<file path="config.mk">
export PLATFORM = sky130hd
export DESIGN_NAME = indexed_image_to_printer_raster
export DESIGN_NICKNAME = d
export VERILOG_FILES = /design/src/design/iipr_pkg.sv /design/src/design/iipr_linemem.sv /design/src/design/iipr_pixel.sv /design/src/design/iipr_seq.sv /design/src/design/indexed_image_to_printer_raster.sv
export SDC_FILE = /design/constraint.sdc
export NUM_CORES = 1
export LEC_CHECK = 0
export BUFFER_PORTS_ARGS = -buffer_cell sky130_fd_sc_hd__buf_4
export CAP_MARGIN = 20
export CORE_ASPECT_RATIO = 0.5
export CORE_UTILIZATION = 45
export DETAILED_ROUTE_END_ITERATION = 6
export PLACE_DENSITY = 0.59
export RECOVER_POWER = 100
export SYNTH_ARGS = -nofsm -noshare
export SYNTH_HDL_FRONTEND = slang
export SYNTH_HIERARCHICAL = 1
export SYNTH_SLANG_ARGS = --single-unit
</file>
<file path="constraint.sdc">
create_clock -name clk -period 4.7 [get_ports clk]
set_clock_uncertainty 0.05 [all_clocks]
set_input_delay 0.235 -clock clk [delete_from_list [all_inputs] [get_ports clk]]
set_output_delay 0.235 -clock clk [all_outputs]
set_load 0.01 [all_outputs]
</file>
<file path="src/design/iipr_pkg.sv">
// Package for the indexed image to printer raster block.
// Holds shared types, codes and the escape sequence ROM; no dependencies.
package iipr_pkg;

  // Geometry of one pixel row
  localparam int RowBytes     = 128;
  localparam int WordsPerRow  = RowBytes / 4;
  localparam int ColW         = $clog2(RowBytes);
  localparam int AddrW        = $clog2(WordsPerRow);
  localparam int CntW         = $clog2(WordsPerRow);

  // Register indexes on the configuration port
  localparam logic [1:0] RegRowCount     = 2'd0;
  localparam logic [1:0] RegHeaderLength = 2'd1;
  localparam logic [1:0] RegWhiteLevel   = 2'd2;

  // Register reset values
  localparam logic [7:0] RowCountRst     = 8'd212;
  localparam logic [3:0] HeaderLengthRst = 4'd7;
  localparam logic [3:0] WhiteLevelRst   = 4'd15;

  // Sequence ROM layout: init words, row header words, end words
  localparam logic [5:0] InitBase = 6'd0;
  localparam logic [5:0] HdrBase  = 6'd27;
  localparam logic [5:0] EndBase  = 6'd30;
  localparam logic [CntW-1:0] InitLast  = CntW'(26);
  localparam logic [CntW-1:0] HdrLast   = CntW'(2);
  localparam logic [CntW-1:0] EndLast   = CntW'(7);
  localparam logic [CntW-1:0] ReplayLast = CntW'(WordsPerRow - 1);

  localparam logic [1:0] BvFull = 2'd2;
  localparam logic [1:0] BvHalf = 2'd1;

  // Pending segment bits, lowest bit is sent first
  localparam int PbInit = 0;
  localparam int PbHdr1 = 1;
  localparam int PbWord = 2;
  localparam int PbHdr2 = 3;
  localparam int PbEnd  = 4;
  localparam int PendW  = 5;

  typedef enum logic [2:0] {
    ST_IDLE,
    ST_INIT,
    ST_HDR1,
    ST_WORD,
    ST_HDR2,
    ST_REPLAY,
    ST_END
  } seq_state_t;

  // Work handed from the byte front end to the sequencer
  typedef struct packed {
    logic [PendW-1:0] pend;
    logic [15:0]      word;
  } job_t;

  // First segment to run for a pending mask
  function automatic seq_state_t first_seg(input logic [PendW-1:0] pend);
    seq_state_t s;
    s = ST_IDLE;
    if (pend[PbInit])      s = ST_INIT;
    else if (pend[PbHdr1]) s = ST_HDR1;
    else if (pend[PbWord]) s = ST_WORD;
    else if (pend[PbHdr2]) s = ST_HDR2;
    else if (pend[PbEnd])  s = ST_END;
    return s;
  endfunction

  // Init escape sequence, row header and end sequence packed two bytes a word
  function automatic logic [15:0] seq_rom(input logic [5:0] idx);
    logic [15:0] w;
    case (idx)
      6'd0:  w = 16'h1B25;
      6'd1:  w = 16'h2D31;
      6'd2:  w = 16'h3233;
      6'd3:  w = 16'h3435;
      6'd4:  w = 16'h581B;
      6'd5:  w = 16'h451B;
      6'd6:  w = 16'h266C;
      6'd7:  w = 16'h3236;
      6'd8:  w = 16'h411B;
      6'd9:  w = 16'h266C;
      6'd10: w = 16'h314F;
      6'd11: w = 16'h1B26;
      6'd12: w = 16'h6C31;
      6'd13: w = 16'h451B;
      6'd14: w = 16'h2A70;
      6'd15: w = 16'h3637;
      6'd16: w = 16'h3878;
      6'd17: w = 16'h3334;
      6'd18: w = 16'h3059;
      6'd19: w = 16'h1B2A;
      6'd20: w = 16'h7437;
      6'd21: w = 16'h3552;
      6'd22: w = 16'h1B2A;
      6'd23: w = 16'h7230;
      6'd24: w = 16'h461B;
      6'd25: w = 16'h2A72;
      6'd26: w = 16'h3141;
      6'd27: w = 16'h1B2A;
      6'd28: w = 16'h6236;
      6'd29: w = 16'h3457;
      6'd30: w = 16'h1B2A;
      6'd31: w = 16'h7243;
      6'd32: w = 16'h1B45;
      6'd33: w = 16'h1B25;
      6'd34: w = 16'h2D31;
      6'd35: w = 16'h3233;
      6'd36: w = 16'h3435;
      6'd37: w = 16'h5800;
      default: w = 16'h0000;
    endcase
    return w;
  endfunction

endpackage

</file>
<file path="src/design/iipr_linemem.sv">
// Line store: one row of packed pixel words, one write and one read port.
// Depends on iipr_pkg for the depth; read data is registered.
module iipr_linemem (
  input  logic                      clk,
  input  logic                      we,
  input  logic [iipr_pkg::AddrW-1:0] waddr,
  input  logic [15:0]               wdata,
  input  logic                      re,
  input  logic [iipr_pkg::AddrW-1:0] raddr,
  output logic [15:0]               rdata
);

  logic [15:0] mem [iipr_pkg::WordsPerRow];

  // write port
  always_ff @(posedge clk) begin
    if (we) begin
      mem[waddr] <= wdata;
    end
  end

  // read port, data held until the next read
  always_ff @(posedge clk) begin
    if (re) begin
      rdata <= mem[raddr];
    end
  end

endmodule

</file>
<file path="src/design/iipr_pixel.sv">
// Byte front end: file phase, header skip, pixel packing and row counting.
// Depends on iipr_pkg; writes finished words into the line store.
module iipr_pixel (
  input  logic                       clk,
  input  logic                       rst,
  input  logic                       accept,
  input  logic [7:0]                 data_byte,
  input  logic [7:0]                 row_count,
  input  logic [3:0]                 header_length,
  input  logic [3:0]                 white_level,
  output iipr_pkg::job_t             job,
  output logic                       mem_we,
  output logic [iipr_pkg::AddrW-1:0] mem_waddr,
  output logic [15:0]                mem_wdata
);

  logic                      phase, phase_next;
  logic [3:0]                header_seen, header_seen_next;
  logic [iipr_pkg::ColW-1:0] column, column_next;
  logic [7:0]                row_index, row_index_next;
  logic [15:0]               partial_word, partial_word_next;

  logic                      init;
  logic [3:0]                hs_eff;
  logic [iipr_pkg::ColW-1:0] col_eff;
  logic [7:0]                row_eff, row_inc;
  logic [15:0]               pw_eff, base, word_new;
  logic [1:0]                slot;
  logic [3:0]                nib, sh;
  logic                      skip, row_end, file_end;

  // state as seen by this byte: a new file starts from zero
  always_comb begin
    init    = !phase;
    hs_eff  = init ? 4'd0 : header_seen;
    col_eff = init ? '0 : column;
    row_eff = init ? 8'd0 : row_index;
    pw_eff  = init ? 16'd0 : partial_word;
    skip    = hs_eff < header_length;
    slot    = col_eff[1:0];
    base    = (slot == 2'd0) ? 16'd0 : pw_eff;
    nib     = {{2{data_byte[7:4] < white_level}}, {2{data_byte[3:0] < white_level}}};
    sh      = {~slot, 2'b00};
    word_new = base | (16'(nib) << sh);
    row_end  = (col_eff == iipr_pkg::ColW'(iipr_pkg::RowBytes - 1));
    row_inc  = row_eff + 8'd1;
    file_end = row_end && (row_inc == row_count);
  end

  // next state and the segments this byte causes
  always_comb begin
    phase_next        = 1'b1;
    header_seen_next  = hs_eff;
    column_next       = col_eff;
    row_index_next    = row_eff;
    partial_word_next = pw_eff;
    job.pend          = '0;
    job.word          = word_new;
    job.pend[iipr_pkg::PbInit] = init;
    mem_we    = 1'b0;
    mem_waddr = col_eff[iipr_pkg::ColW-1:2];
    mem_wdata = word_new;
    if (skip) begin
      header_seen_next = hs_eff + 4'd1;
    end else begin
      job.pend[iipr_pkg::PbHdr1] = (col_eff == '0);
      job.pend[iipr_pkg::PbWord] = (slot == 2'd3);
      mem_we            = accept && (slot == 2'd3);
      partial_word_next = word_new;
      if (row_end) begin
        job.pend[iipr_pkg::PbHdr2] = 1'b1;
        column_next    = '0;
        row_index_next = row_inc;
        if (file_end) begin
          job.pend[iipr_pkg::PbEnd] = 1'b1;
          phase_next        = 1'b0;
          header_seen_next  = 4'd0;
          row_index_next    = 8'd0;
          partial_word_next = 16'd0;
        end
      end else begin
        column_next = col_eff + 1'b1;
      end
    end
  end

  always_ff @(posedge clk) begin
    if (rst) begin
      phase        <= 1'b0;
      header_seen  <= 4'd0;
      column       <= '0;
      row_index    <= 8'd0;
      partial_word <= 16'd0;
    end else if (accept) begin
      phase        <= phase_next;
      header_seen  <= header_seen_next;
      column       <= column_next;
      row_index    <= row_index_next;
      partial_word <= partial_word_next;
    end
  end

endmodule

</file>
<file path="src/design/iipr_seq.sv">
// Output sequencer: walks the pending segments one word a cycle while stage one is free,
// replays the line store, and feeds a two-register output pipe. Depends on iipr_pkg.
module iipr_seq (
  input  logic                       clk,
  input  logic                       rst,
  input  logic                       job_load,
  input  iipr_pkg::job_t             job,
  output logic                       idle,
  output logic                       mem_re,
  output logic [iipr_pkg::AddrW-1:0] mem_raddr,
  input  logic [15:0]                mem_rdata,
  output logic                       word_valid,
  input  logic                       word_ready,
  output logic [15:0]                out_word,
  output logic [1:0]                 bytes_valid,
  output logic                       run_last,
  output logic                       job_last
);

  iipr_pkg::seq_state_t      state, state_next;
  logic [iipr_pkg::PendW-1:0] pend, pend_next;
  logic [iipr_pkg::CntW-1:0] cnt, cnt_next;
  logic [15:0]               word_hold;

  // stage one of the output pipe
  logic        s1_valid, s1_mem, s1_rl, s1_jl;
  logic [15:0] s1_word;
  logic [1:0]  s1_bv;

  logic        out_free, s1_free, beat;
  logic [5:0]  rom_idx;
  logic [15:0] b_word;
  logic        b_mem, b_seg_last, b_rl, b_jl;
  logic [1:0]  b_bv;

  assign out_free = !word_valid || word_ready;
  assign s1_free  = !s1_valid || out_free;
  assign idle     = (state == iipr_pkg::ST_IDLE) && (pend == '0);

  // beat contents for the current segment
  always_comb begin
    rom_idx    = iipr_pkg::InitBase + 6'(cnt);
    b_mem      = 1'b0;
    b_seg_last = 1'b0;
    b_bv       = iipr_pkg::BvFull;
    b_jl       = 1'b0;
    case (state)
      iipr_pkg::ST_INIT: begin
        b_seg_last = (cnt == iipr_pkg::InitLast);
      end
      iipr_pkg::ST_HDR1, iipr_pkg::ST_HDR2: begin
        rom_idx    = iipr_pkg::HdrBase + 6'(cnt);
        b_seg_last = (cnt == iipr_pkg::HdrLast);
      end
      iipr_pkg::ST_WORD: begin
        b_seg_last = 1'b1;
      end
      iipr_pkg::ST_REPLAY: begin
        b_mem      = 1'b1;
        b_seg_last = (cnt == iipr_pkg::ReplayLast);
      end
      iipr_pkg::ST_END: begin
        rom_idx    = iipr_pkg::EndBase + 6'(cnt);
        b_seg_last = (cnt == iipr_pkg::EndLast);
        b_bv       = b_seg_last ? iipr_pkg::BvHalf : iipr_pkg::BvFull;
        b_jl       = b_seg_last;
      end
      default: begin
        b_seg_last = 1'b0;
      end
    endcase
    b_word = (state == iipr_pkg::ST_WORD) ? word_hold : iipr_pkg::seq_rom(rom_idx);
    b_rl   = b_seg_last && (pend == '0) && (state != iipr_pkg::ST_HDR2);
    beat   = s1_free && (state != iipr_pkg::ST_IDLE);
  end

  assign mem_re    = beat && b_mem;
  assign mem_raddr = cnt[iipr_pkg::AddrW-1:0];

  // segment walk
  always_comb begin
    state_next = state;
    pend_next  = pend;
    cnt_next   = cnt;
    if (job_load) begin
      pend_next = job.pend;
    end else if (state == iipr_pkg::ST_IDLE) begin
      if (pend != '0) begin
        state_next = iipr_pkg::first_seg(pend);
        pend_next  = pend & (pend - 1'b1);
        cnt_next   = '0;
      end
    end else if (beat) begin
      if (b_seg_last) begin
        cnt_next = '0;
        if (state == iipr_pkg::ST_HDR2) begin
          state_next = iipr_pkg::ST_REPLAY;
        end else begin
          state_next = iipr_pkg::first_seg(pend);
          pend_next  = pend & (pend - 1'b1);
        end
      end else begin
        cnt_next = cnt + 1'b1;
      end
    end
  end

  always_ff @(posedge clk) begin
    if (rst) begin
      state <= iipr_pkg::ST_IDLE;
      pend  <= '0;
      cnt   <= '0;
    end else begin
      state <= state_next;
      pend  <= pend_next;
      cnt   <= cnt_next;
    end
  end

  always_ff @(posedge clk) begin
    if (job_load) begin
      word_hold <= job.word;
    end
  end

  // stage one register
  always_ff @(posedge clk) begin
    if (rst) begin
      s1_valid <= 1'b0;
    end else if (s1_free) begin
      s1_valid <= beat;
    end
  end

  always_ff @(posedge clk) begin
    if (beat) begin
      s1_word <= b_word;
      s1_mem  <= b_mem;
      s1_bv   <= b_bv;
      s1_rl   <= b_rl;
      s1_jl   <= b_jl;
    end
  end

  // output register, line store data joins here
  always_ff @(posedge clk) begin
    if (rst) begin
      word_valid <= 1'b0;
    end else if (out_free) begin
      word_valid <= s1_valid;
    end
  end

  always_ff @(posedge clk) begin
    if (out_free && s1_valid) begin
      out_word    <= s1_mem ? mem_rdata : s1_word;
      bytes_valid <= s1_bv;
      run_last    <= s1_rl;
      job_last    <= s1_jl;
    end
  end

endmodule

</file>
<file path="src/design/indexed_image_to_printer_raster.sv">
// Indexed image to printer raster converter, top level.
// Result words pass the pending mask, sequencer state, stage one and output register.
// Throughput: bytes with no result are taken one a cycle; after one with results, the
// next byte waits for an idle sequencer, which sends one word a cycle unless stalled.
// Reset (rst, synchronous): registers to defaults, file state to awaiting a new file.
module indexed_image_to_printer_raster (
  input  logic        clk,
  input  logic        rst,
  input  logic        byte_valid,
  output logic        byte_ready,
  input  logic [7:0]  data_byte,
  output logic        word_valid,
  input  logic        word_ready,
  output logic [15:0] out_word,
  output logic [1:0]  bytes_valid,
  output logic        run_last,
  output logic        job_last,
  input  logic        cfg_write,
  input  logic [1:0]  cfg_index,
  input  logic [7:0]  cfg_data
);

  logic [7:0] row_count;
  logic [3:0] header_length;
  logic [3:0] white_level;

  logic                       accept, idle;
  iipr_pkg::job_t             job;
  logic                       mem_we, mem_re;
  logic [iipr_pkg::AddrW-1:0] mem_waddr, mem_raddr;
  logic [15:0]                mem_wdata, mem_rdata;

  assign byte_ready = idle;
  assign accept     = byte_valid && idle;

  // configuration registers
  always_ff @(posedge clk) begin
    if (rst) begin
      row_count     <= iipr_pkg::RowCountRst;
      header_length <= iipr_pkg::HeaderLengthRst;
      white_level   <= iipr_pkg::WhiteLevelRst;
    end else if (cfg_write) begin
      case (cfg_index)
        iipr_pkg::RegRowCount:     row_count     <= cfg_data;
        iipr_pkg::RegHeaderLength: header_length <= cfg_data[3:0];
        iipr_pkg::RegWhiteLevel:   white_level   <= cfg_data[3:0];
        default: ;
      endcase
    end
  end

  iipr_pixel u_pixel (
    .clk           (clk),
    .rst           (rst),
    .accept        (accept),
    .data_byte     (data_byte),
    .row_count     (row_count),
    .header_length (header_length),
    .white_level   (white_level),
    .job           (job),
    .mem_we        (mem_we),
    .mem_waddr     (mem_waddr),
    .mem_wdata     (mem_wdata)
  );

  iipr_linemem u_linemem (
    .clk   (clk),
    .we    (mem_we),
    .waddr (mem_waddr),
    .wdata (mem_wdata),
    .re    (mem_re),
    .raddr (mem_raddr),
    .rdata (mem_rdata)
  );

  iipr_seq u_seq (
    .clk         (clk),
    .rst         (rst),
    .job_load    (accept),
    .job         (job),
    .idle        (idle),
    .mem_re      (mem_re),
    .mem_raddr   (mem_raddr),
    .mem_rdata   (mem_rdata),
    .word_valid  (word_valid),
    .word_ready  (word_ready),
    .out_word    (out_word),
    .bytes_valid (bytes_valid),
    .run_last    (run_last),
    .job_last    (job_last)
  );

endmodule

</file>
## Yosys cells after proc, flatten, opt, wreduce, memory -nomap -nowiden

Memory sizes are Yosys's and may differ from the RTL's. A register that Yosys moved wholly into a read port is not among the register bits.
Index checks and enable logic that the tools add are counted.

- Memories kept: 2
- Logic and storage cells: 142
- ROM bits: 896
- Register bits: 124
- Memory bits (writable): 512
- Output and inout port bits: 22
- Input bits: 23

- Bitwise logic cells: 4
- Reductions and logical operators: 32
- Muxes and demuxes: 51
- Shifts and indexed selects: 1
- Add/sub/neg operators: 7
- Magnitude comparators: 3
- Eq/ne operators: 19

Memory list:

| memory | words | width | read ports | clocked after memory_dff | write ports | RTL line | text |
|---|---|---|---|---|---|---|---|
| (name not given) | 64 | 14 | 1 | 0 | 0 | iipr_pkg.sv:73 | `case (idx)` |
| u_linemem.mem | 32 | 16 | 1 | 1 | 1 | iipr_linemem.sv:13 | `logic [15:0] mem [iipr_pkg::WordsPerRow];` |

Operators by type and width:

| cell | count |
|---|---|
| two-way mux 16 bit | 7 |
| two-way mux 5 bit | 10 |
| two-way mux 8 bit | 4 |
| two-way mux 3 bit | 10 |
| two-way mux 7 bit | 3 |
| two-way mux 4 bit | 5 |
| OR 16 bit | 1 |
| << shifter 4 x 4 -> 16 bit | 1 |
| adder 5 x 5 -> 6 bit (first input constant) | 2 |
| less-than comparator 4 bit | 3 |
| one-hot mux 6 bit (2 select lines) | 1 |
| == test 5 bit (second input constant) | 2 |
| == test 3 bit (second input constant) | 3 |
| logical AND 1 bit | 9 |
| nonzero test 3 bit | 3 |
| adder 8 x 1 -> 8 bit (second input constant) | 1 |
| == test 8 bit | 1 |
| two-way mux 1 bit | 8 |
| AND reduction 4 bit | 2 |
| adder 7 x 1 -> 7 bit (second input constant) | 1 |
| == test 7 bit (second input constant) | 1 |
| zero test 7 bit | 1 |
| == test 3 x 2 -> 1 bit (second input constant) | 2 |
| inequality test 3 bit (second input constant) | 2 |
| 25 further kinds | 34 |

## Depth between registers and ports, before layout

Gate-level depths: netlist of the first run.

- Word-level depth: 9
- Depth in mapped cells: 13
- Mapped depth without buffers: 11

## Modules after synthesis

The synthesis of the first run kept the hierarchy.

Modules (own cells, without submodules):

| module | times used | seq. area each (um^2) | area an instance (um^2) | cells each |
|---|---|---|---|---|
| iipr_linemem | 1 | 15855.2 | 20694.8 | 1143 |
| iipr_seq | 1 | 1951.9 | 4166.5 | 413 |
| iipr_pixel | 1 | 720.7 | 2745.1 | 355 |
| indexed_image_to_printer_raster | 1 | 320.3 | 675.6 | 68 |

## Worst setup path after synthesis of the first run

Ideal clock, no wire load.

- Kind: flip-flop to flip-flop
- Start: reg u_seq.state[2]
- End: mem u_linemem.mem[12][0], enable pin
- Stages on the path, launching flop included: 12
- Clock period less this slack: 4227 ps
- Setup time: 388 ps
- Setup slack: 473 ps
- Arrival time: 3789 ps
- Required time: 4262 ps
- Path buffers: 5
- Cells stage by stage: dfxtp_1 > buf_4 > buf_6 > nor3_1 > and3_1 > and2_1 > clkbuf_1 > clkbuf_1 > and2_1 > or3b_2 > clkbuf_1 > nor2_1

- Cells in the longest elaborated chain, start to end: 7

Ends and longest elaborated chain:

| item | RTL line | text |
|---|---|---|
| start: declaration | iipr_seq.sv:20 | `iipr_pkg::seq_state_t state, state_next;` |
| start signal: assignment | iipr_seq.sv:110 | `state <= iipr_pkg::ST_IDLE;` |
| start signal: assignment | iipr_seq.sv:114 | `state <= state_next;` |
| zero test 3 bit | iipr_seq.sv:38 | `assign idle = (state == iipr_pkg::ST_IDLE) && (pend == '0);` |
| logical AND 1 bit | iipr_seq.sv:38 |  |
| via byte_ready | indexed_image_to_printer_raster.sv:10 | `output logic byte_ready,` |
| logical AND 1 bit | indexed_image_to_printer_raster.sv:34 | `assign accept = byte_valid && idle;` |
| via accept | indexed_image_to_printer_raster.sv:27 | `logic accept, idle;` |
| logical AND 1 bit | iipr_pixel.sv:68 | `mem_we = accept && (slot == 2'd3);` |
| two-way mux 1 bit | iipr_pixel.sv:63 | `if (skip) begin` |
| via mem_we | indexed_image_to_printer_raster.sv:29 | `logic mem_we, mem_re;` |
| two-way mux 1 bit | iipr_linemem.sv:17 | `if (we) begin` |
| two-way mux 1 bit (implied by the code) | iipr_linemem.sv:18 | `mem[waddr] <= wdata;` |
| end: declaration | iipr_linemem.sv:13 |  |

The timed path passes the listed nets, and every way through them passes these cells.

==> summary.txt, run 1 <==
Run status
  – Outcome: finished with violations
  – Failing checks: capacitance limit, slew limit

GRT
  – Initial antenna violation count: 2
  – Vias in the first global route: 16500
  – Global-route wire length before repair: 105000 µm
  – Largest net degree at the start of global routing: 116
  – Global Route Usage Sum: 22.1%
  – GRT Residual Overflow: 0

Synthesis
  – Seq/Total Area, Yosys: 66.6%
  – Netlist cell types: 84
  – Post-synthesis cell count: 1979
  – Post-synth EDFFs: 583
  – Synth Warn #: 6
  – Synth Flop Type: edfxtp_1
  – Async SR Flop Fraction: 0%
  – Yosys reg bits: 650
  – Syn_nets: 2027
  – Mapped Area: 0.0283 mm²
  – Mean Syn Cell Area: 14.3 µm²

Power
  – Pwr Total: 13.0 mW
  – Power Density: 418 mW/mm²
  – Worst-case vdd ir drop: 0.439 mV
  – Static leakage: 9.01 nW

Setup path
  – Worst r2r path cells: 5
  – Critical path buffers and inverters: 1
  – R2R Path Start: u_pixel/phase
  – Reg-to-Reg End: u_linemem/mem[26][14]
  – CP max-delay cell: clkbuf_1
  – Arrival time of the worst setup path: 4.30 ns
  – Critical Path Start Type: register
  – Cell Chain, Critical Path: nand2_1 > ha_1 > nor2_1 > a22o_1 > clkbuf_1
  – Crit end category: register
  – Max stage delay on crit path: 1.26 ns
  – Crit path max-delay family: buffers and inverters
  – Worst Setup SP: u_pixel/phase
  – R2R Setup Slk: 0.52 ns
  – WS Path Type: register to register
  – Critical path required time: 4.82 ns
  – Critical path peak fanout: 32

Place
  – # port buffers: 44
  – Routability congestion estimate: 0.859
  – Setup Slack @ Placement: 0.891 ns
  – Dpl cell area: 0.0295 mm²
  – Post-DP HPWL: 43200 µm

Clocking
  – Num CTS Buffers: 58
  – Clock net sink count: 650
  – CTS Root Cell: clkbuf_16
  – PostCTS Resize Cnt: 0
  – H-tree level count: 2
  – Clk_lat worst skew: 0.62 ns
  – Post-CTS Setup Inserts: 0
  – Clock Tree Buf Depth: 3
  – Post-CTS Hold Buffers: 17
  – Clock slew at reported path FFs: 0.06 ns
  – CTS tree: done

STA
  – Worst Tran Pin Value: 1.97 ns
  – RSZ-0062 raised after global routing: false
  – Worst setup margin: 0.518 ns
  – Slew HR: -31.5%
  – Final Max Slew Viols: 123
  – Final setup violation count: 0
  – Minimum clock period: 4.18 ns
  – Tcrit/Tclk final: 89.0%
  – Fmax: 239 MHz
  – TNS Setup: 0 ns
  – Fin Hold WS: 0.0654 ns
  – Final Hold Viols: 0

Drt
  – Detailed Route WL: 70300 µm
  – DR pass1 iterations: 6
  – Routed length per instance: 24.1 µm
  – Drt drc: 0
  – Routed vias/inst: 5.83
  – Routed Antenna Nets: 0
  – DRT iter0 DRCs: 1858
  – Routed via count: 17000

Die
  – I/O pins: 45
  – Die Wd: 357 µm
  – Die area: 0.0639 mm²
  – Die H: 179 µm
  – Initial Util: 45.9%
  – Row Count: 64
  – Placeable core region: 0.0616 mm²

Min path
  – Hold EP: u_seq/mem_raddr[0]
  – Hold Crit Start: rst
  – Hold Path Depth: 2
  – Hold crit path type: input port to register

Final layout
  – Area grow syn2layout: 10.3%
  – Share of layout cells above drive strength 1: 10.5%
  – Design area: 0.0312 mm²
  – Final #Nets: 2100

Flow run
  – # Max-Cap Violations: 4
==> state kept, by name, indices dropped and copies added, names as in the netlist, 7 cells and up <==
register              cells
u_pixel/row_index         8
u_linemem/rdata          16
u_linemem/mem           512
u_seq/s1_word            16
u_seq/out_word           16
row_count                 8
u_seq/word_hold          16
u_pixel/partial_word     16
u_pixel/column            7
==> placed cells by master (no fill, tap or decap), types with 28 or more instances in the layout <==
| master | count |
|---|---|
| a21oi_1 | 74 |
| nor3_1 | 33 |
| a22o_1 | 40 |
| a31oi_1 | 31 |
| nor2_1 | 107 |
| nand3_1 | 58 |
| mux2i_1 | 278 |
| clkbuf_2 | 38 |
| edfxtp_1 | 583 |
| nand2b_1 | 31 |
| clkbuf_16 | 58 |
| buf_4 | 56 |
| a22oi_1 | 74 |
| dfxtp_1 | 66 |
| inv_1 | 28 |
| clkbuf_1 | 49 |
| nand2_1 | 108 |
| o21ai_0 | 48 |
==> synthesized netlist by cell type, types with 38 or more instances <==
cell / instances / area share, %
buf_4: 42 / 1.1
mux2i_1: 278 / 9.8
a21oi_1: 76 / 1.3
a22o_1: 40 / 1.2
nand2_1: 108 / 1.4
dfxtp_1: 67 / 4.7
edfxtp_1: 583 / 62
nor2_1: 107 / 1.4
clkbuf_1: 38 / 0.50
a22oi_1: 74 / 2.0
nand3_1: 58 / 1.0
o21ai_0: 47 / 0.83
==> where the power goes <==
part	internal [mW]	switching [mW]	total (mW)
combinational	0.671	1.12	1.79
sequential	6.47	0.121	6.59
clock	2.56	2.10	4.66
==> logic make-up (layout without fill, tap and decap cells) <==
| family | count (synthesis) | count (layout) | synth area share [%] |
|---|---|---|---|
| other | 0 | 1 | 0 |
| xor gates and xnor gates | 13 | 13 | 0.403 |
| adders and majority gates | 25 | 25 | 1.11 |
| buffers and inverters | 165 | 282 | 3.67 |
| DFF | 650 | 650 | 66.6 |
| and+or+nand+nor | 455 | 455 | 8.24 |
| muxes | 297 | 297 | 10.6 |
| AOI/OAI and AO/OA | 374 | 374 | 9.35 |
==> per-layer routing <==
metal,vias up,wire length (µm),track usage (%)
met5,-,33,0
met4,4,1320,4.81
met3,101,5010,4.01
met2,558,31500,34.4
met1,8580,32500,32.3
li1,7790,-,-
==> stage by stage <==
step / utilization (%) / instances
floorplan: - / 1979
global placement: 47.9 / 2797
detailed placement: 47.9 / 2797
CTS: 51.1 / 2918
global route: 50.6 / 2921
finish: 50.7 / 2922
==> worst reg2reg max path, cell delays in order (launching register included) <==
cell and delay [ns]:
dfxtp_1 0.75, nand2_1 0.25, ha_1 0.35, nor2_1 0.73
a22o_1 0.30, clkbuf_1 1.26
==> worst max path at each step <==
stage	end	slack, ns	depth (start not counted)
2_1_floorplan	u_linemem/mem[12][0]	0.47	11
3_3_place_gp	u_linemem/mem[20][1]	0.97	11
3_5_place_dp	u_linemem/mem[20][1]	0.89	11
4_1_cts	u_linemem/mem[20][1]	0.88	11
5_1_grt	u_linemem/mem[11][2]	0.27	11
6_report	u_linemem/mem[26][14]	0.52	5
==> cell type report <==
| class | instances | area, µm² |
|---|---|---|
| Antenna cell | 1 | 2.50 |
| Clock buffer | 73 | 1520 |
| Clock inverter | 31 | 305 |
| Fill cell | 5240 | 30400 |
| Inverter | 29 | 109 |
| Multi-Input combinational cell | 1164 | 8400 |
| Sequential cell | 650 | 18900 |
| Tap cell | 825 | 1030 |
| Timing Repair Buffer | 149 | 972 |
Power figures use the tool's default switching activity.
==> run 2, diff against run 1 <==
--- a/config.mk
+++ b/config.mk
@@ -7,7 +7,6 @@
 export LEC_CHECK = 0
 export BUFFER_PORTS_ARGS = -buffer_cell sky130_fd_sc_hd__buf_4
 export CAP_MARGIN = 20
-export CORE_ASPECT_RATIO = 0.5
 export CORE_UTILIZATION = 45
 export DETAILED_ROUTE_END_ITERATION = 6
 export PLACE_DENSITY = 0.59
==> run 2 against run 1 <==
Setup slack improved by 0.079 ns. Count of clock-buffer cells in the layout rose by 15. Global-route usage fell by 0.40 points. Worst hold slack got worse by 0.014 ns. Flip-flop and latch count did not move. Critical path type unchanged. Maximum frequency rose by 1.9%. Final area rose by 1.4%. Sequential power barely moved. Die area barely moved. Wire length fell by 1.8%. The run still ends with capacitance limit, slew limit left.
==> summary.txt, run 2 (synthesized netlist as in run 1, its figures left out) <==
Run status
  – Outcome: finished with violations
  – Failing checks: capacitance limit, slew limit

Setup path
  – Crit path max-delay family: simple AND/OR/NAND/NOR gates
  – WS Path Type: register to register
  – Max stage delay on crit path: 0.80 ns
  – Crit end category: register
  – Critical path required time: 4.86 ns
  – Arrival time of the worst setup path: 4.26 ns
  – Worst r2r path cells: 7
  – Critical path peak fanout: 20
  – Critical Path Start Type: register
  – Critical path buffers and inverters: 1
  – R2R Setup Slk: 0.60 ns
  – Reg-to-Reg End: u_linemem/mem[0][13]
  – R2R Path Start: u_seq/state[0]
  – Cell Chain, Critical Path: nor3_1 > and3_1 > and2_2 > and2_0 > or3b_2 > nor2_1 > clkbuf_1
  – CP max-delay cell: clkbuf_1

Clocking
  – CTS Root Cell: clkbuf_16
  – Clock Tree Buf Depth: 3
  – CTS tree: done
  – Clk_lat worst skew: 0.60 ns
  – Num CTS Buffers: 70
  – PostCTS Resize Cnt: 0
  – Clock slew at reported path FFs: 0.06 ns
  – Clock net sink count: 650
  – H-tree level count: 3

Drt
  – Routed length per instance: 23.4 µm
  – Detailed Route WL: 69100 µm
  – Routed Antenna Nets: 0
  – DR pass1 iterations: 5
  – DRT iter0 DRCs: 1340
  – Routed via count: 16900
  – Routed vias/inst: 5.71
  – Drt drc: 0

Die
  – Die Wd: 253 µm
  – Die H: 253 µm
  – Die area: 0.0639 mm²
  – Placeable core region: 0.0619 mm²
  – Row Count: 91
  – I/O pins: 45
  – Initial Util: 45.7%

Min path
  – Hold crit path type: input port to register
  – Hold EP: row_count[3]
  – Hold Path Depth: 3
  – Hold Crit Start: cfg_write

Final layout
  – Most common cell after layout, fill and taps aside: edfxtp_1
  – Final #Nets: 2112
  – Area grow syn2layout: 11.9%
  – Commonest cells after routing, fill and taps aside: edfxtp_1 (583), mux2i_1 (278), nand2_1 (108), nor2_1 (107), clkbuf_1 (75)
  – Reg with most FFs: u_linemem/mem
  – Post-layout util: 51.1%
  – Post-Layout Cell Count: 2956
  – Max reg flops: 512
  – Share of layout cells above drive strength 1: 9.68%

Place
  – Post-DP HPWL: 42300 µm
  – Routability congestion estimate: 0.846
  – # port buffers: 44
  – DP Cell Count: 2810

GRT
  – GRT Residual Overflow: 0
  – Largest net degree at the start of global routing: 117
  – Initial antenna violation count: 1
  – Global Route Usage Sum: 21.7%
  – Vias in the first global route: 16500
  – Global-route wire length before repair: 104000 µm

Power
  – Static leakage: 9.16 nW
  – Power Density: 436 mW/mm²
  – Worst-case vdd ir drop: 0.248 mV

STA
  – Final Hold Viols: 0
  – Fmax: 244 MHz
  – RSZ-0062 raised after global routing: false
  – Fin Hold WS: 0.0510 ns
  – Tcrit/Tclk final: 87.3%
  – Slew HR: -36.5%
  – Minimum clock period: 4.10 ns
  – Worst Tran Pin Value: 2.05 ns
  – Final setup violation count: 0
  – Final Max Slew Viols: 470
  – TNS Setup: 0 ns

Flow run
  – # Max-Cap Violations: 13
-- run 2: cell count changes in the layout (fill, tap and decap cells not counted), moves of 4 or more --
| cell | previous run | this run |
|---|---|---|
| mux2_2 | 16 | 8 |
| clkbuf_16 | 58 | 73 |
| buf_4 | 56 | 61 |
| clkbuf_1 | 49 | 75 |
| clkinv_1 | 12 | 16 |
| mux2_1 | 3 | 11 |
| clkbuf_2 | 38 | 4 |
| clkinv_2 | 8 | 13 |
-- run 2: report_power, final --
part / leakage [nW] / switching (mW) / internal (mW)
combinational: 3.11 / 1.13 / 0.682
clock: 1.11 / 2.21 / 3.20
sequential: 4.94 / 0.108 / 6.47
total: 9.16 / 3.45 / 10.4
-- run 2: worst max path at each step --
stage                        start                    to  slack [ns]  depth (start not counted)
floorplan           u_seq/state[2]  u_linemem/mem[12][0]        0.47                         11
global placement    u_seq/state[0]  u_linemem/mem[24][9]        1.17                          7
detailed placement  u_seq/state[0]  u_linemem/mem[31][9]        1.01                          7
CTS                 u_seq/state[0]  u_linemem/mem[31][5]        1.00                          7
global route        u_seq/state[0]  u_linemem/mem[23][1]        0.37                          7
finish              u_seq/state[0]  u_linemem/mem[0][13]        0.60                          7
-- run 2: layout make-up --
class	count	area, µm²
Fill cell	5317	30300
Inverter	29	109
Tap cell	837	1050
Sequential cell	650	18900
Timing Repair Buffer	149	971
Multi-Input combinational cell	1164	8410
Antenna cell	1	2.50
Clock buffer	88	1900
Clock inverter	38	350
-- run 2: timing repair --
action                                 CTS  global route
buffers inserted                         0             0
hold buffers                            18             0
endpoints found under the hold margin   17             0
-- run 2: through the flow --
stage | total power [mW] | setup WS (ns) | cell area (µm²)
after floorplan | 8.07 | 0.473 | 28300
after CTS | 14.0 | 1.00 | 31900
final | 13.8 | 0.597 | 31600
after global placement | 8.55 | 1.17 | 29500
after detailed placement | 8.56 | 1.01 | 29500
after global routing | 14.3 | 0.370 | 31600
-- run 2: routing by layer --
metal	vias up	track usage (%)	part of all wire [%]
met4	2	5.87	1.6
met5	-	0	0.019
met1	8534	31.5	46
met2	445	34.2	47
met3	74	3.03	5.1
li1	7819	-	-
-- run 2: worst register-to-register path, delay by kind of cell, from the launching register on --
family / cells / cell delay, ns
flops: 1 / 0.55
simple gates: 6 / 2.32
buf+inv: 1 / 0.80
==> run 3, diff against run 2 <==
--- a/config.mk
+++ b/config.mk
@@ -5,9 +5,11 @@
 export SDC_FILE = /design/constraint.sdc
 export NUM_CORES = 1
 export LEC_CHECK = 0
+export ABC_AREA = 1
 export BUFFER_PORTS_ARGS = -buffer_cell sky130_fd_sc_hd__buf_4
 export CAP_MARGIN = 20
 export CORE_UTILIZATION = 45
+export CTS_BUF_LIST = sky130_fd_sc_hd__clkbuf_4 sky130_fd_sc_hd__clkbuf_8
 export DETAILED_ROUTE_END_ITERATION = 6
 export PLACE_DENSITY = 0.59
 export RECOVER_POWER = 100
==> run 3 against run 2 <==
The run still ends with capacitance limit, slew limit left. Global-route usage up 2.0 points. Largest power group unchanged. Highest routed layer is now met4. Synthesized cell count rose by 45%. First-iteration DRC count grew 65%. Area after synthesis grew 4.1%. Clock power shrank 12%. Non-clock buffer count increased by 3. Count of clock-buffer cells in the layout grew 58. Final area grew 2.4%.
==> summary.txt, run 3 <==
Run status
  – Outcome: finished with violations
  – Failing checks: capacitance limit, slew limit

Setup path
  – Critical path required time: 4.83 ns
  – WS Path Type: register to register
  – Critical Path Start Type: register
  – Crit end category: register
  – R2R Path Start: u_pixel/phase
  – Arrival time of the worst setup path: 4.27 ns
  – Worst r2r path cells: 4
  – Reg-to-Reg End: u_linemem/mem[5][1]
  – CP max-delay cell: clkbuf_1
  – Max stage delay on crit path: 1.66 ns
  – Critical path peak fanout: 33
  – Cell Chain, Critical Path: nand2_1 > ha_1 > o21ai_2 > clkbuf_1
  – R2R Setup Slk: 0.56 ns

STA
  – Slew HR: -56.3%
  – RSZ-0062 raised after global routing: false
  – Final Max Slew Viols: 428
  – Tcrit/Tclk final: 88.2%
  – Fin Hold WS: 0.191 ns
  – Final Hold Viols: 0
  – Worst Tran Pin Value: 2.34 ns
  – TNS Setup: 0 ns
  – Fmax: 241 MHz
  – Final setup violation count: 0
  – Minimum clock period: 4.14 ns

Synthesis
  – Synth Flop Type: edfxtp_1
  – Top post-synthesis cells by count: nand2_1 (975), edfxtp_1 (583), nand3_1 (504)
  – Most area-consuming cells after synthesis: edfxtp_1 (59%), nand2_1 (12%), nand3_1 (8.6%)
  – Synth Warn #: 6
  – Netlist cell types: 48
  – Post-synth EDFFs: 583
  – Async SR Flop Fraction: 0%
  – Seq/Total Area, Yosys: 64.0%
  – Yosys reg bits: 650
  – Post-synthesis cell count: 2862
  – Mean Syn Cell Area: 10.3 µm²
  – Yosys top cell by area: edfxtp_1
  – Top cell type's share of synthesized area: 59.4%
  – Mapped Area: 0.0295 mm²
  – Syn_nets: 2910
  – Top-count cell post-synth: nand2_1

Clocking
  – CTS Root Cell: clkbuf_8
  – Clock net sink count: 650
  – Clk_lat worst skew: 0.72 ns
  – Clock slew at reported path FFs: 0.07 ns
  – H-tree level count: 3
  – CTS tree: done
  – Clock Tree Buf Depth: 3
  – Num CTS Buffers: 106

Flow run
  – # Max-Cap Violations: 11

Final layout
  – Area grow syn2layout: 9.97%
  – Share of layout cells above drive strength 1: 10.4%
  – Reg with most FFs: u_linemem/mem
  – Final #Nets: 2997
  – Most common cell after layout, fill and taps aside: nand2_1
  – Commonest cells after routing, fill and taps aside: nand2_1 (976), edfxtp_1 (583), nand3_1 (506), inv_1 (117), clkbuf_8 (109)
  – Post-Layout Cell Count: 3895
  – Max reg flops: 512
  – Fillers: 5968

GRT
  – Initial antenna violation count: 2
  – Vias in the first global route: 20400
  – Global Route Usage Sum: 23.7%
  – Global-route wire length before repair: 120000 µm
  – GRT Residual Overflow: 0
  – Largest net degree at the start of global routing: 93

Die
  – Die H: 258 µm
  – Row Count: 93
  – Initial Util: 45.6%
  – I/O pins: 45
  – Placeable core region: 0.0646 mm²
  – Die area: 0.0665 mm²
  – Die Wd: 258 µm

Drt
  – Routed via count: 21200
  – Detailed Route WL: 78800 µm
  – DRT iter0 DRCs: 2216
  – Drt drc: 0
  – Routed length per instance: 20.2 µm
  – Routed vias/inst: 5.44
  – Routed Antenna Nets: 0
  – DR pass1 iterations: 6

Power
  – Worst-case vdd ir drop: 0.204 mV
  – Power Density: 467 mW/mm²
  – Static leakage: 13.0 nW

Min path
  – Hold Path Depth: 6
  – Hold EP: u_pixel/row_index[4]
  – Hold crit path type: input port to register
  – Hold Crit Start: byte_valid

Place
  – # port buffers: 44
  – Routability congestion estimate: 0.889
  – DP Cell Count: 3663
  – Post-DP HPWL: 47900 µm
[run 3: worst max-delay path by stage]
stage | start | to | slack [ns]
5_1_grt | u_pixel/phase | u_linemem/mem[30][5] | 0.38
3_5_place_dp | u_pixel/phase | u_linemem/mem[26][1] | 1.08
3_3_place_gp | u_pixel/phase | u_linemem/mem[26][2] | 1.15
6_report | u_pixel/phase | u_linemem/mem[5][1] | 0.56
4_1_cts | u_pixel/phase | u_linemem/mem[26][3] | 1.07
2_1_floorplan | u_seq/state[1] | u_linemem/mem[31][0] | 1.22
[run 3: final cells by class]
cell class / instances / area, µm² / area share, %
Sequential cell: 650 / 18900 / 58.2
Multi-Input combinational cell: 1911 / 8940 / 27.6
Clock buffer: 146 / 1780 / 5.49
Tap cell: 855 / 1070 / 3.30
Timing Repair Buffer: 152 / 988 / 3.05
Inverter: 128 / 488 / 1.51
Clock inverter: 50 / 259 / 0.800
Antenna cell: 3 / 7.51 / 0.0232
[run 3: metrics by stage]
step / total power, mW / instance area [µm²] / utilization, % / setup WS, ns
finish: 15.1 / 32400 / 50.2 / 0.556
global route: 15.9 / 32400 / 50.2 / 0.377
CTS: 15.3 / 32700 / 50.6 / 1.07
detailed placement: 10.5 / 30300 / 47.0 / 1.08
global placement: 10.5 / 30300 / 47.0 / 1.15
floorplan: 9.60 / 29500 / - / 1.22
[run 3: where the power goes]
group	total [mW]	switching [mW]	internal [mW]
sequential	6.86	0.210	6.65
clock	4.76	2.25	2.50
combinational	3.49	2.53	0.958
[run 3: cell families (layout without fill, tap and decap cells)]
| family | count (synthesis) | count (layout) | share of synthesized area [%] |
|---|---|---|---|
| XOR/XNOR | 8 | 8 | 0.238 |
| buffers and inverters | 301 | 476 | 5.59 |
| flip-flops | 650 | 650 | 64.0 |
| AO/OA/AOI/OAI | 188 | 188 | 3.65 |
| multiplexers | 16 | 16 | 0.612 |
| other | 0 | 3 | 0 |
| AND/OR/NAND/NOR | 1674 | 1674 | 24.9 |
| adder cells (fa/ha/maj) | 25 | 25 | 1.06 |
[run 3: critical path, delay by kind of cell (launching register included)]
family | cells | cell delay, ns
flip-flops | 1 | 0.79
AO/OA/AOI/OAI | 1 | 0.29
buffers and inverters | 1 | 1.66
AND/OR/NAND/NOR | 1 | 0.27
adder cells (fa/ha/maj) | 1 | 0.52
[run 3: repair_timing]
item,4_1_cts,5_1_grt
hold buffers,32,0
setup buffers,0,0
hold endpoints to repair,40,0
resized for setup,0,0
[run 3: layer usage]
metal	up-vias	part of all wire (%)	GRT usage (%)
li1	10000	-	-
met1	10200	44	33.3
met2	822	46	37.4
met3	142	6.9	3.76
met4	0	3.0	8.25
met5	-	0	0
